--- config.mk ---
export PLATFORM = sky130hd
export DESIGN_NAME = text_console_char_writer_unit
export DESIGN_NICKNAME = d
export VERILOG_FILES = /design/src/tcw_pkg.sv /design/src/tcw_front.sv /design/src/tcw_queue.sv /design/src/tcw_back.sv /design/src/text_console_char_writer_unit.sv
export SDC_FILE = /design/constraint.sdc
export NUM_CORES = 1
export LEC_CHECK = 0
export ABC_AREA = 0
export CAP_MARGIN = 20
export CORE_MARGIN = 2
export CORE_UTILIZATION = 55
export CTS_BUF_LIST = sky130_fd_sc_hd__clkbuf_8 sky130_fd_sc_hd__clkbuf_16
export DETAILED_ROUTE_END_ITERATION = 6
export DONT_BUFFER_PORTS = 1
export PLACE_DENSITY = 0.81
export SYNTH_ARGS = -nofsm -noshare
export SYNTH_HDL_FRONTEND = slang
export SYNTH_SLANG_ARGS = --single-unit
export TNS_END_PERCENT = 1
--- constraint.sdc ---
create_clock -name aclk -period 4.6 [get_ports aclk]
set_input_delay 0.92 -clock aclk [delete_from_list [all_inputs] [get_ports aclk]]
set_output_delay 0.92 -clock aclk [all_outputs]
set_load 0.02 [all_outputs]
--- src/tcw_pkg.sv ---
// ----------------------------------------------------------------------------
// Text console writer package
// Shared types and constants for the text console character writer.
// ----------------------------------------------------------------------------
`default_nettype none

package tcw_pkg;

    localparam int CHAR_W     = 8;
    localparam int ATTR_W     = 8;
    localparam int CURSOR_W   = 11;
    localparam int CELL_W     = 16;

    localparam logic [CHAR_W-1:0] CH_NEWLINE   = 8'h0A;
    localparam logic [CHAR_W-1:0] CH_BACKSPACE = 8'h08;
    localparam logic [CHAR_W-1:0] CH_RETURN    = 8'h0D;
    localparam logic [CHAR_W-1:0] CH_TAB       = 8'h09;

    localparam logic [CELL_W-1:0] BLANK_CELL = 16'h0FFF;

    // Operation decoded from one character request.
    typedef enum logic [2:0] {
        OP_PRINT,
        OP_NEWLINE,
        OP_BACKSPACE,
        OP_RETURN,
        OP_IGNORE
    } op_t;

    typedef struct packed {
        op_t              op;
        logic [CHAR_W-1:0] code;
    } cmd_t;

    // Status from the execution side back to the front end.
    typedef struct packed {
        logic clearing;
        logic busy;
    } back_status_t;

endpackage : tcw_pkg

`default_nettype wire

--- src/tcw_front.sv ---
// ----------------------------------------------------------------------------
// Text console writer front end
// Accepts character requests, decodes them and hands them to the queue.
// ----------------------------------------------------------------------------
`default_nettype none

module tcw_front (
    input  wire logic                       aclk,
    input  wire logic                       aresetn,
    input  wire logic                       s_valid,
    output logic                            s_ready,
    input  wire logic [tcw_pkg::CHAR_W-1:0] s_char_code,
    input  wire tcw_pkg::back_status_t      status,
    output logic                            push_valid,
    input  wire logic                       push_ready,
    output tcw_pkg::cmd_t                   push_cmd
);
    import tcw_pkg::*;

    logic hold_valid_reg;
    logic hold_valid_next;
    cmd_t hold_cmd_reg;
    cmd_t hold_cmd_next;
    cmd_t decoded;

    always_comb begin
        decoded.code = s_char_code;
        unique case (s_char_code)
            CH_NEWLINE:   decoded.op = OP_NEWLINE;
            CH_BACKSPACE: decoded.op = OP_BACKSPACE;
            CH_RETURN:    decoded.op = OP_RETURN;
            CH_TAB:       decoded.op = OP_IGNORE;
            default:      decoded.op = OP_PRINT;
        endcase
    end

    // No request is taken while the screen is being cleared after reset.
    assign s_ready    = !status.clearing && (!hold_valid_reg || push_ready);
    assign push_valid = hold_valid_reg;
    assign push_cmd   = hold_cmd_reg;

    always_comb begin
        hold_valid_next = hold_valid_reg;
        hold_cmd_next   = hold_cmd_reg;
        if (push_ready) begin
            hold_valid_next = 1'b0;
        end
        if (s_valid && s_ready) begin
            hold_valid_next = 1'b1;
            hold_cmd_next   = decoded;
        end
    end

    always_ff @(posedge aclk) begin
        if (!aresetn) begin
            hold_valid_reg <= 1'b0;
        end else begin
            hold_valid_reg <= hold_valid_next;
        end
        hold_cmd_reg <= hold_cmd_next;
    end

endmodule : tcw_front

`default_nettype wire

--- src/tcw_queue.sv ---
// ----------------------------------------------------------------------------
// Text console writer command queue
// Two-entry queue between the decode front end and the execution side.
// ----------------------------------------------------------------------------
`default_nettype none

module tcw_queue (
    input  wire logic          aclk,
    input  wire logic          aresetn,
    input  wire logic          in_valid,
    output logic               in_ready,
    input  wire tcw_pkg::cmd_t in_cmd,
    output logic               out_valid,
    input  wire logic          out_ready,
    output tcw_pkg::cmd_t      out_cmd
);
    import tcw_pkg::*;

    localparam int DEPTH = 2;
    localparam int CNT_W = $clog2(DEPTH + 1);

    cmd_t             entry_reg [DEPTH];
    logic             wr_ptr_reg;
    logic             wr_ptr_next;
    logic             rd_ptr_reg;
    logic             rd_ptr_next;
    logic [CNT_W-1:0] count_reg;
    logic [CNT_W-1:0] count_next;
    logic             push;
    logic             pop;

    assign in_ready  = (count_reg != CNT_W'(DEPTH));
    assign out_valid = (count_reg != '0);
    assign out_cmd   = entry_reg[rd_ptr_reg];
    assign push      = in_valid && in_ready;
    assign pop       = out_valid && out_ready;

    always_comb begin
        wr_ptr_next = push ? !wr_ptr_reg : wr_ptr_reg;
        rd_ptr_next = pop ? !rd_ptr_reg : rd_ptr_reg;
        count_next  = count_reg;
        if (push && !pop) begin
            count_next = count_reg + 1'b1;
        end else if (pop && !push) begin
            count_next = count_reg - 1'b1;
        end
    end

    always_ff @(posedge aclk) begin
        if (!aresetn) begin
            wr_ptr_reg <= 1'b0;
            rd_ptr_reg <= 1'b0;
            count_reg  <= '0;
        end else begin
            wr_ptr_reg <= wr_ptr_next;
            rd_ptr_reg <= rd_ptr_next;
            count_reg  <= count_next;
        end
    end

    always_ff @(posedge aclk) begin
        if (push) begin
            entry_reg[wr_ptr_reg] <= in_cmd;
        end
    end

endmodule : tcw_queue

`default_nettype wire

--- src/tcw_back.sv ---
// ----------------------------------------------------------------------------
// Text console writer execution side
// Keeps the cursor and the screen memory, runs scroll and clear sweeps and
// holds the result register.
// ----------------------------------------------------------------------------
`default_nettype none

module tcw_back #(
    parameter int COLUMNS = 80,
    parameter int ROWS    = 25
) (
    input  wire logic                         aclk,
    input  wire logic                         aresetn,
    input  wire logic                         cfg_wr_en,
    input  wire logic [tcw_pkg::ATTR_W-1:0]   cfg_wr_data,
    input  wire logic                         cmd_valid,
    output logic                              cmd_ready,
    input  wire tcw_pkg::cmd_t                cmd,
    output tcw_pkg::back_status_t             status,
    output logic                              m_valid,
    input  wire logic                         m_ready,
    output logic [tcw_pkg::CURSOR_W-1:0]      m_cursor_position,
    output logic                              m_cell_written,
    output logic [tcw_pkg::CURSOR_W-1:0]      m_cell_index,
    output logic [tcw_pkg::CELL_W-1:0]        m_cell_value,
    output logic                              m_scrolled
);
    import tcw_pkg::*;

    localparam int CELLS = COLUMNS * ROWS;
    localparam int POS_W = $clog2(CELLS);
    localparam int COL_W = $clog2(COLUMNS);
    localparam int ROW_W = $clog2(ROWS);

    localparam logic [COL_W-1:0] LAST_COL   = COL_W'(COLUMNS - 1);
    localparam logic [ROW_W-1:0] LAST_ROW   = ROW_W'(ROWS - 1);
    localparam logic [POS_W-1:0] LAST_CELL  = POS_W'(CELLS - 1);
    localparam logic [POS_W-1:0] ROW_STEP   = POS_W'(COLUMNS);
    localparam logic [POS_W-1:0] BOTTOM_POS = POS_W'((ROWS - 1) * COLUMNS);

    typedef enum logic [1:0] {
        ST_IDLE,
        ST_COPY,
        ST_DRAIN,
        ST_FILL
    } state_t;

    state_t               state_reg;
    state_t               state_next;
    logic                 clearing_reg;
    logic                 clearing_next;
    logic [ATTR_W-1:0]    attr_reg;
    logic [ROW_W-1:0]     row_reg;
    logic [ROW_W-1:0]     row_next;
    logic [COL_W-1:0]     col_reg;
    logic [COL_W-1:0]     col_next;
    logic [POS_W-1:0]     pos_reg;
    logic [POS_W-1:0]     pos_next;
    logic [POS_W-1:0]     sweep_reg;
    logic [POS_W-1:0]     sweep_next;
    logic                 pend_reg;
    logic                 pend_next;
    logic [POS_W-1:0]     pend_idx_reg;
    logic [POS_W-1:0]     pend_idx_next;

    logic                 m_valid_reg;
    logic                 m_valid_next;
    logic [POS_W-1:0]     res_pos_reg;
    logic [POS_W-1:0]     res_pos_next;
    logic                 res_written_reg;
    logic                 res_written_next;
    logic [POS_W-1:0]     res_idx_reg;
    logic [POS_W-1:0]     res_idx_next;
    logic [CELL_W-1:0]    res_value_reg;
    logic [CELL_W-1:0]    res_value_next;
    logic                 res_scrolled_reg;
    logic                 res_scrolled_next;

    logic [CELL_W-1:0]    screen_mem [CELLS];
    logic [CELL_W-1:0]    rd_data_reg;
    logic [POS_W-1:0]     rd_addr;
    logic                 wr_en;
    logic [POS_W-1:0]     wr_addr;
    logic [CELL_W-1:0]    wr_data;

    logic                 take;
    logic                 scroll;
    logic [POS_W-1:0]     line_start;

    assign status.clearing = clearing_reg;
    assign status.busy     = (state_reg != ST_IDLE);

    assign take      = cmd_valid && (state_reg == ST_IDLE) && !clearing_reg &&
                       (!m_valid_reg || m_ready);
    assign cmd_ready = take;

    assign line_start = pos_reg - POS_W'(col_reg);
    assign rd_addr    = sweep_reg;

    // Cursor update and cell write for one request.
    always_comb begin
        row_next          = row_reg;
        col_next          = col_reg;
        pos_next          = pos_reg;
        scroll            = 1'b0;
        res_pos_next      = res_pos_reg;
        res_written_next  = 1'b0;
        res_idx_next      = '0;
        res_value_next    = '0;
        res_scrolled_next = 1'b0;
        unique case (cmd.op)
            OP_NEWLINE: begin
                col_next = '0;
                if (row_reg == LAST_ROW) begin
                    scroll = 1'b1;
                end else begin
                    row_next = row_reg + 1'b1;
                    pos_next = line_start + ROW_STEP;
                end
            end
            OP_BACKSPACE: begin
                // Backspace at the home position leaves everything as is.
                if (pos_reg != '0) begin
                    if (col_reg == '0) begin
                        row_next = row_reg - 1'b1;
                        col_next = LAST_COL;
                    end else begin
                        col_next = col_reg - 1'b1;
                    end
                    pos_next         = pos_reg - 1'b1;
                    res_written_next = 1'b1;
                    res_idx_next     = pos_reg - 1'b1;
                    res_value_next   = BLANK_CELL;
                end
            end
            OP_RETURN: begin
                col_next = '0;
                pos_next = line_start;
            end
            OP_IGNORE: begin
            end
            OP_PRINT: begin
                res_written_next = 1'b1;
                res_idx_next     = pos_reg;
                res_value_next   = {attr_reg, cmd.code};
                if (col_reg == LAST_COL) begin
                    col_next = '0;
                    if (row_reg == LAST_ROW) begin
                        scroll = 1'b1;
                    end else begin
                        row_next = row_reg + 1'b1;
                        pos_next = pos_reg + 1'b1;
                    end
                end else begin
                    col_next = col_reg + 1'b1;
                    pos_next = pos_reg + 1'b1;
                end
            end
            default: begin
            end
        endcase
        if (scroll) begin
            row_next          = LAST_ROW;
            col_next          = '0;
            pos_next          = BOTTOM_POS;
            res_scrolled_next = 1'b1;
        end
        res_pos_next = pos_next;
    end

    // Sequencer for the scroll copy and the blank fill sweeps.
    always_comb begin
        state_next    = state_reg;
        clearing_next = clearing_reg;
        sweep_next    = sweep_reg;
        pend_next     = pend_reg;
        pend_idx_next = pend_idx_reg;
        m_valid_next  = m_valid_reg && !m_ready;
        wr_en         = 1'b0;
        wr_addr       = pend_idx_reg;
        wr_data       = rd_data_reg;
        unique case (state_reg)
            ST_IDLE: begin
                if (take) begin
                    m_valid_next = 1'b1;
                    wr_en        = res_written_next;
                    wr_addr      = res_idx_next;
                    wr_data      = res_value_next;
                    if (scroll) begin
                        state_next = ST_COPY;
                        sweep_next = ROW_STEP;
                        pend_next  = 1'b0;
                    end
                end
            end
            ST_COPY: begin
                // Read one row down, write the previous read one row up.
                wr_en         = pend_reg;
                pend_next     = 1'b1;
                pend_idx_next = sweep_reg - ROW_STEP;
                if (sweep_reg == LAST_CELL) begin
                    state_next = ST_DRAIN;
                end else begin
                    sweep_next = sweep_reg + 1'b1;
                end
            end
            ST_DRAIN: begin
                wr_en      = 1'b1;
                state_next = ST_FILL;
                sweep_next = BOTTOM_POS;
            end
            ST_FILL: begin
                wr_en   = 1'b1;
                wr_addr = sweep_reg;
                wr_data = BLANK_CELL;
                if (sweep_reg == LAST_CELL) begin
                    state_next    = ST_IDLE;
                    clearing_next = 1'b0;
                end else begin
                    sweep_next = sweep_reg + 1'b1;
                end
            end
            default: begin
                state_next = ST_IDLE;
            end
        endcase
    end

    always_ff @(posedge aclk) begin
        if (!aresetn) begin
            state_reg    <= ST_FILL;
            clearing_reg <= 1'b1;
            sweep_reg    <= '0;
            pend_reg     <= 1'b0;
            attr_reg     <= ATTR_W'(7);
            row_reg      <= '0;
            col_reg      <= '0;
            pos_reg      <= '0;
            m_valid_reg  <= 1'b0;
        end else begin
            state_reg    <= state_next;
            clearing_reg <= clearing_next;
            sweep_reg    <= sweep_next;
            pend_reg     <= pend_next;
            if (cfg_wr_en) begin
                attr_reg <= cfg_wr_data;
            end
            if (take) begin
                row_reg <= row_next;
                col_reg <= col_next;
                pos_reg <= pos_next;
            end
            m_valid_reg <= m_valid_next;
        end
        pend_idx_reg <= pend_idx_next;
        if (take) begin
            res_pos_reg      <= res_pos_next;
            res_written_reg  <= res_written_next;
            res_idx_reg      <= res_idx_next;
            res_value_reg    <= res_value_next;
            res_scrolled_reg <= res_scrolled_next;
        end
    end

    always_ff @(posedge aclk) begin
        if (wr_en) begin
            screen_mem[wr_addr] <= wr_data;
        end
    end

    always_ff @(posedge aclk) begin
        rd_data_reg <= screen_mem[rd_addr];
    end

    assign m_valid           = m_valid_reg;
    assign m_cursor_position = CURSOR_W'(res_pos_reg);
    assign m_cell_written    = res_written_reg;
    assign m_cell_index      = CURSOR_W'(res_idx_reg);
    assign m_cell_value      = res_value_reg;
    assign m_scrolled        = res_scrolled_reg;

endmodule : tcw_back

`default_nettype wire

--- src/text_console_char_writer_unit.sv ---
// ----------------------------------------------------------------------------
// Text console character writer
// Character requests in, cursor and cell write reports out.
// ----------------------------------------------------------------------------
// Each request carries one character byte and returns exactly one result with
// the new cursor position, the cell written (if any) and a scroll flag. After
// reset the screen memory is cleared to blank, one cell per cycle; no request
// is taken during that time, while attribute writes are. An ordinary character
// passes the decode stage, the queue and the execution stage, and the block
// sustains one request per cycle while no scroll sweep runs and each result is
// taken. A request that scrolls the screen makes the execution side copy the
// memory up one row through its single read and write port and blank the
// bottom row, which holds it busy; up to three further requests are buffered
// in the front end and the queue meanwhile.
// ----------------------------------------------------------------------------
`default_nettype none

module text_console_char_writer_unit #(
    parameter int COLUMNS = 80,
    parameter int ROWS    = 25
) (
    input  wire logic                         aclk,
    input  wire logic                         aresetn,
    input  wire logic                         cfg_wr_en,
    input  wire logic [tcw_pkg::ATTR_W-1:0]   cfg_wr_data,
    input  wire logic                         s_valid,
    output logic                              s_ready,
    input  wire logic [tcw_pkg::CHAR_W-1:0]   s_char_code,
    output logic                              m_valid,
    input  wire logic                         m_ready,
    output logic [tcw_pkg::CURSOR_W-1:0]      m_cursor_position,
    output logic                              m_cell_written,
    output logic [tcw_pkg::CURSOR_W-1:0]      m_cell_index,
    output logic [tcw_pkg::CELL_W-1:0]        m_cell_value,
    output logic                              m_scrolled
);
    import tcw_pkg::*;

    localparam logic [CURSOR_W-1:0] BOTTOM_LEFT = CURSOR_W'((ROWS - 1) * COLUMNS);

    back_status_t status;
    logic         push_valid;
    logic         push_ready;
    cmd_t         push_cmd;
    logic         q_valid;
    logic         q_ready;
    cmd_t         q_cmd;

    tcw_front u_front (
        .aclk        (aclk),
        .aresetn     (aresetn),
        .s_valid     (s_valid),
        .s_ready     (s_ready),
        .s_char_code (s_char_code),
        .status      (status),
        .push_valid  (push_valid),
        .push_ready  (push_ready),
        .push_cmd    (push_cmd)
    );

    tcw_queue u_queue (
        .aclk      (aclk),
        .aresetn   (aresetn),
        .in_valid  (push_valid),
        .in_ready  (push_ready),
        .in_cmd    (push_cmd),
        .out_valid (q_valid),
        .out_ready (q_ready),
        .out_cmd   (q_cmd)
    );

    tcw_back #(
        .COLUMNS (COLUMNS),
        .ROWS    (ROWS)
    ) u_back (
        .aclk              (aclk),
        .aresetn           (aresetn),
        .cfg_wr_en         (cfg_wr_en),
        .cfg_wr_data       (cfg_wr_data),
        .cmd_valid         (q_valid),
        .cmd_ready         (q_ready),
        .cmd               (q_cmd),
        .status            (status),
        .m_valid           (m_valid),
        .m_ready           (m_ready),
        .m_cursor_position (m_cursor_position),
        .m_cell_written    (m_cell_written),
        .m_cell_index      (m_cell_index),
        .m_cell_value      (m_cell_value),
        .m_scrolled        (m_scrolled)
    );

    // No request enters while the screen is still being cleared.
    assert property (@(posedge aclk) disable iff (!aresetn)
        status.clearing |-> !s_ready)
        else $error("request accepted during the clearing sweep");

    // The execution side takes no command while a sweep is running.
    assert property (@(posedge aclk) disable iff (!aresetn)
        status.busy |-> !q_ready)
        else $error("command taken during a scroll sweep");

    // A result without a cell write reports a zero index and value.
    assert property (@(posedge aclk) disable iff (!aresetn)
        (m_valid && !m_cell_written) |-> (m_cell_index == '0 && m_cell_value == '0))
        else $error("cell fields set without a cell write");

    // A scroll always leaves the cursor at the bottom-left cell.
    assert property (@(posedge aclk) disable iff (!aresetn)
        (m_valid && m_scrolled) |-> (m_cursor_position == BOTTOM_LEFT))
        else $error("scroll left the cursor off the bottom-left cell");

    // A scroll starts a sweep in the same cycle as its result is posted.
    assert property (@(posedge aclk) disable iff (!aresetn)
        (q_valid && q_ready && !status.busy) ##1 (m_valid && m_scrolled && $rose(m_valid))
            |-> status.busy)
        else $error("scroll result posted without starting the copy");

endmodule : text_console_char_writer_unit

`default_nettype wire
# After elaboration in Yosys (flattened, before gate mapping)
# Memory sizes are Yosys's and may differ from the RTL's. A register that Yosys moved wholly into a read port is not among the register bits.
# Cells that the tools add are included.
[totals]
ramBits = 22
regBits = 102
latchBits = 0
out_inout_bits = 42
rom_bits = 0
inputBits = 21
mem_count = 1
word_cells = 136
[mem_list]
columns = ["memory", "words", "width", "read_ports", "rd_ports_with_merged_regs", "write_ports", "line_no", "rtl"]
rows = [
  ["u_queue.entry_reg", 2, 11, 1, 1, 1, "tcw_queue.sv:22", "cmd_t entry_reg [DEPTH];"],
]
[op_classes]
n_reduce_logical = 36
order_cmp = 0
mul = 0
n_bitwise = 0
n_eq_ne = 22
n_addsub = 11
div = 0
shift = 0
muxes = 47
[ops]
columns = ["cell", "n"]
rows = [
  ["11-bit 2-to-1 mux", 9],
  ["11-bit case mux with 4 select lines", 1],
  ["11-bit case mux with 3 select lines", 1],
  ["8-bit by 4-bit == test with 1-bit output, second input constant", 4],
  ["16-bit case mux with 2 select lines", 1],
  ["7-bit 2-to-1 mux", 4],
  ["5-bit 2-to-1 mux", 5],
  ["11-bit by 1-bit adder with 11-bit output, second input constant", 2],
  ["11-bit case mux with 2 select lines", 1],
  ["7-bit case mux with 3 select lines", 1],
  ["5-bit case mux with 3 select lines", 1],
  ["1-bit 2-to-1 mux", 12],
  ["12-bit 2-to-1 mux", 1],
  ["2-bit 2-to-1 mux", 6],
  ["3-bit case mux with 4 select lines", 1],
  ["11-bit by 7-bit adder with 11-bit output, second input constant", 1],
  ["11-bit == test, second input constant", 1],
  ["11-bit nonzero test", 1],
  ["11-bit by 1-bit subtractor with 11-bit output, second input constant", 1],
  ["11-bit by 7-bit subtractor with 11-bit output", 1],
  ["1-bit logical AND", 10],
  ["3-bit by 1-bit inequality test with 1-bit output, second input constant", 3],
  ["1-bit logical NOT", 8],
  ["2-bit case mux with 4 select lines", 1],
  ["other kinds (26)", 39],
]

# Logic depth before layout (Yosys ltp)
[depth]
word_depth = 8
depth_mapped = 18
mapped_depth_nobuf = 17

# By module
# Synthesis repeated with hierarchy kept, for this count alone.
[hier_totals]
hier_cells = 746
hier_area_um2 = 7093.1
[by_module_without_submodules]
columns = ["mod", "instances", "area_per_inst_um2", "seq_area_each_um2", "cells_each"]
rows = [
  ["tcw_back", 1, 5597.9, 2122.0, 662],
  ["tcw_queue", 1, 1032.2, 760.7, 58],
  ["tcw_front", 1, 462.9, 350.3, 26],
]

# Least setup slack after synthesis
# Ideal clock, no wire load.
[synth_path]
path_type = "flip-flop to flip-flop"
startpoint = "reg u_back.col_reg[1]"
endpoint = "reg u_back.res_pos_reg[10] (netlist: u_back.m_cursor_position[10]) (data pin)"
path_stages_with_launch = 15
required_ns = 4.342
setup_slack_ns = 1.240
path_buffers = 0
setup_ns = 0.258
period_less_slack_ns = 3.360
arrival_time_ns = 3.102
path_cell_list = "dfxtp_1 -> inv_1 -> ha_1 -> nor2b_1 -> o31a_1 -> o21a_1 -> or3_1 -> nand2_1 -> inv_1 -> ha_1 -> or4_1 -> o211a_1 -> o211ai_1 -> mux2i_1 -> nand2b_1"
[synth_between]
elab_chain_cells = 5
elab_cells_between_ends = 9
classes_between = "add/sub: 2; eq/ne: 1; mux: 6"
[synth_lines]
columns = ["element", "line_no", "rtl"]
rows = [
  ["start, declared", "tcw_back.sv:55", "logic [COL_W-1:0] col_reg;"],
  ["start signal, assigned", "tcw_back.sv:250", "col_reg <= col_next;"],
  ["11-bit by 7-bit subtractor with 11-bit output", "tcw_back.sv:97", "assign line_start = pos_reg - POS_W'(col_reg);"],
  ["11-bit by 7-bit adder with 11-bit output", "tcw_back.sv:118", "pos_next = line_start + ROW_STEP;"],
  ["11-bit 2-to-1 mux", "tcw_back.sv:114", "if (row_reg == LAST_ROW) begin"],
  ["11-bit case mux with 4 select lines", "tcw_back.sv:111", "unique case (cmd.op)"],
  ["11-bit 2-to-1 mux (*)", "tcw_back.sv:162", "if (scroll) begin"],
  ["net u_back.pos_next[10]", "tcw_back.sv:58", "logic [POS_W-1:0] pos_next;"],
  ["end signal, assigned", "tcw_back.sv:257", "res_pos_reg <= res_pos_next;"],
  ["end, declared", "tcw_back.sv:68", "logic [POS_W-1:0] res_pos_reg;"],
]
# Mark *: on every way through the listed nets, which the timed path passes. The rest lies on a longest branch.
# A chain may end at the register's enable or synchronous reset.

# Worst setup path in the final report
[layout_path]
startpoint = "reg u_back.col_reg[1]"
endpoint = "reg u_back.res_pos_reg[8] (netlist: u_back.m_cursor_position[8]) (data pin)"
# The elaborated chain is that of the path after synthesis.

==> results_dict.tcl <==
set metrics [dict create \
    maxCapViolCount 0 \
    yosys_register_bits 125 \
    synth.cells.most_frequent "sky130_fd_sc_hd__nand2_1 (86), sky130_fd_sc_hd__edfxtp_1 (73), sky130_fd_sc_hd__nor2_1 (63)" \
    wirelength_mm 16.9 \
    post_drt_via_cell_ratio 6.32 \
    synthArstFlopShare 0 \
    htree_num_levels 4 \
    area.growth.synth_to_final_pct 9.74 \
    setup_tns_final_ns 0 \
    fp.dieArea_mm2 0.0134 \
    detail_route.first_pass.iterations 6 \
    ant_nets 0 \
    timing.hold.worst.class "flip-flop to flip-flop" \
    fin_worst_skew_ns 0.00732 \
    worst_pin_slew_ns 1.02 \
    clock_tree_from_tritoncts "done" \
    setup.reg_to_reg.worst_slack_ns 0.79 \
    worst_hold_path.num_cells 0 \
    initial_utilization 0.566 \
    dpl_worst_slack_ns 0.881 \
    largest_register_ffs 22 \
    regToRegEndpoint "u_back.m_cursor_position[8]$_DFFE_PP_" \
    min_to "u_queue.entry_reg[1][6]$_DFFE_PP_" \
    postCtsResizedCells 0 \
    path_cells "inv_1 -> ha_1 -> nor2b_1 -> o31a_1 -> o21a_1 -> or3_1 -> nand2_1 -> inv_1 -> ha_1 -> or4_1 -> o211a_1 -> nand2b_1 -> xor2_1 -> a22oi_1 -> nand2_1" \
    synthesis.instances 727 \
    synthTopCellsByArea "sky130_fd_sc_hd__edfxtp_1 (32%), sky130_fd_sc_hd__dfxtp_1 (15%), sky130_fd_sc_hd__nand2_1 (4.7%), sky130_fd_sc_hd__ha_1 (4.4%), sky130_fd_sc_hd__o21ai_0 (3.8%)" \
    num_ports 63 \
    coreArea_mm2 0.0121 \
    vias 5684 \
    synth-edff-count 73 \
    grtUsageTotal 0.264 \
    synth_cell_type_count 72 \
    globalplace.congestion 0.947 \
    cts-root-buf "sky130_fd_sc_hd__clkbuf_16" \
    ys_warn_count 0 \
    cpPeakStageDelay_ns 0.53 \
    die_y_um 116 \
    maximum_net_fanout_on_the_critical_path 6 \
    io_buffer_count 0 \
    floorplan.die.width_um 116 \
    drtIter0Drc 546 \
    clkSinkCount 125 \
    rsz0062_at_grt "false" \
    cts_inserted_buffers 17 \
    postLayoutSetupSlackWorst_ns 0.787 \
    final_nets 765 \
    grt_start_max_net_pins 53 \
    fraction_of_the_cycle_the_final_worst_path_needs 0.829 \
    fmax_ghz 0.262 \
    place_hpwl_mm 12.0 \
    layout_min_cycle_time_ns 3.81 \
    timing.final.setup_violations 0 \
    timing_worst_setup_path_type "flip-flop to flip-flop" \
    grt_first_pass_wirelength_mm 27.2 \
    worst-r2r-cell-count 15 \
    worst-endpoint-arrival_ns 3.95 \
    antenna-diode-count 0 \
    drv_slew 0 \
    timing_hold_violations_final 0 \
    post_cts_buffers 0 \
    post_synth_instance_area_mm2 0.00686 \
    timing.slew.headroom 0.319 \
    synth_top_area_cell "sky130_fd_sc_hd__edfxtp_1" \
    row_count 40 \
    power.leakage_nw 2.87 \
    remaining_overflow_grt 0 \
    final_util 0.622 \
    critical_path.slowest_cell "sky130_fd_sc_hd__or4_1" \
    run_status "complete, no violations" \
    critical_path.reg2reg.startpoint "u_back.col_reg[1]$_SDFFE_PN0P_" \
    synth_flop_cell "sky130_fd_sc_hd__edfxtp_1" \
    critPathCaptureType "flip-flop" \
    post_syn_area_per_cell_um2 9.44 \
    wl_per_cell_um 18.8 \
    powerDensity_mw_per_mm2 348 \
    yosys.cell_count.top_type "sky130_fd_sc_hd__nand2_1" \
    grt_pass1_vias 5455 \
    drive_above_1_share 0.0793 \
    clk_latency_ns 0.43 \
    post-synth-top-area-fraction 0.320 \
    worstPathRequired_ns 4.73 \
    max-clock-path-buffers 2 \
    cts.reportedPaths.clkPinSlew_ns 0.06 \
    route.detailed.drc 0 \
    worstSetupStartpointType "flip-flop" \
    hold_path_startpoint "u_front.push_cmd[6]$_DFFE_PP_" \
    ctsHoldBuffers 0 \
    vdd_ir_drop_max_uv 292 \
    synth_fp_nets 774 \
    initial_antenna_violation_count 0 \
    synth_seq_area_share 0.471 \
]
## metal layers
layer,vias up,track usage,part of all wire
met5,-,0,0
met4,0,0.129,0.029
met3,53,0.0717,0.080
met2,260,0.427,0.48
met1,2717,0.330,0.41
li1,2654,-,-
## cells by family (layout without fill, tap and decap cells)
logic type | Yosys count | after routing | synth area share
buffers and inverters | 64 | 68 | 0.0378
flip-flops | 125 | 125 | 0.471
AND/OR/NAND/NOR | 284 | 284 | 0.204
adder cells (fa/ha/maj) | 26 | 26 | 0.0496
multiplexers | 26 | 26 | 0.0387
XOR/XNOR | 14 | 14 | 0.0179
AO/OA/AOI/OAI | 188 | 188 | 0.181
## per-stage QoR
stage	instance area [um^2]	cells	hold WS, ns	total power (W)
6_report	7530	899	0.448	0.00262
5_1_grt	7530	899	0.448	0.00271
4_1_cts	7520	898	0.445	0.00263
3_5_place_dp	6970	866	0.431	0.00139
3_3_place_gp	6970	866	0.428	0.00138
2_1_floorplan	6860	727	0.421	0.00137
## layout by cell type, fill, tap and decap left out, types with 5 or more instances in the layout
cell type and instances:
sky130_fd_sc_hd__a21boi_0 10, sky130_fd_sc_hd__a21oi_1 38, sky130_fd_sc_hd__a31oi_1 10, sky130_fd_sc_hd__and2_1 12
sky130_fd_sc_hd__and3_1 13, sky130_fd_sc_hd__buf_4 7, sky130_fd_sc_hd__clkbuf_16 17, sky130_fd_sc_hd__dfxtp_1 52
sky130_fd_sc_hd__edfxtp_1 73, sky130_fd_sc_hd__ha_1 24, sky130_fd_sc_hd__inv_1 26, sky130_fd_sc_hd__inv_6 6
sky130_fd_sc_hd__mux2i_1 22, sky130_fd_sc_hd__nand2_1 86, sky130_fd_sc_hd__nand2b_1 7, sky130_fd_sc_hd__nand3_1 27
sky130_fd_sc_hd__nand4_1 6, sky130_fd_sc_hd__nor2_1 63, sky130_fd_sc_hd__nor2b_1 16, sky130_fd_sc_hd__nor3_1 19
sky130_fd_sc_hd__nor3b_1 5, sky130_fd_sc_hd__nor4_1 6, sky130_fd_sc_hd__o21a_1 11, sky130_fd_sc_hd__o21ai_0 52
sky130_fd_sc_hd__o21ai_1 5, sky130_fd_sc_hd__or3_1 7, sky130_fd_sc_hd__xnor2_1 7, sky130_fd_sc_hd__xor2_1 7
## worst max path at each step
stage / slack [ns] / cells after the start / start / to
global placement: 1.06 / 14 / u_back.pos_reg[3]$_SDFFE_PN0P_ / u_back.m_cursor_position[8]$_DFFE_PP_
floorplan: 1.24 / 14 / u_back.col_reg[1]$_SDFFE_PN0P_ / u_back.m_cursor_position[10]$_DFFE_PP_
global route: 0.60 / 14 / u_back.pos_reg[3]$_SDFFE_PN0P_ / u_back.m_cursor_position[8]$_DFFE_PP_
detailed placement: 0.88 / 15 / u_back.col_reg[1]$_SDFFE_PN0P_ / u_back.m_cursor_position[8]$_DFFE_PP_
finish: 0.79 / 15 / u_back.col_reg[1]$_SDFFE_PN0P_ / u_back.m_cursor_position[8]$_DFFE_PP_
CTS: 0.85 / 15 / u_back.col_reg[1]$_SDFFE_PN0P_ / u_back.m_cursor_position[8]$_DFFE_PP_
## where the power goes
| group | total [W] | switching [W] | internal, W |
|---|---|---|---|
| clock network | 0.00125 | 0.000544 | 0.000705 |
| logic | 0.000139 | 0.0000787 | 0.0000600 |
| registers | 0.00123 | 0.0000320 | 0.00120 |
## critical path: cells and delay by family, from the launching register on
kind,cells,cell delay [ns]
compound gates,4,0.97
xor+xnor,1,0.07
fa+ha+maj,2,0.53
buf+inv,2,0.18
flops,1,0.46
simple gates,6,1.32
## area by class of cell
| class | instances | area (um^2) |
|---|---|---|
| Timing Repair Buffer | 8 | 60.1 |
| Clock inverter | 15 | 126 |
| Tap cell | 168 | 210 |
| Sequential cell | 125 | 3230 |
| Fill cell | 987 | 4580 |
| Inverter | 28 | 105 |
| Clock buffer | 17 | 425 |
| Multi-Input combinational cell | 538 | 3370 |
Note: power is estimated with default switching activity, not from simulation.
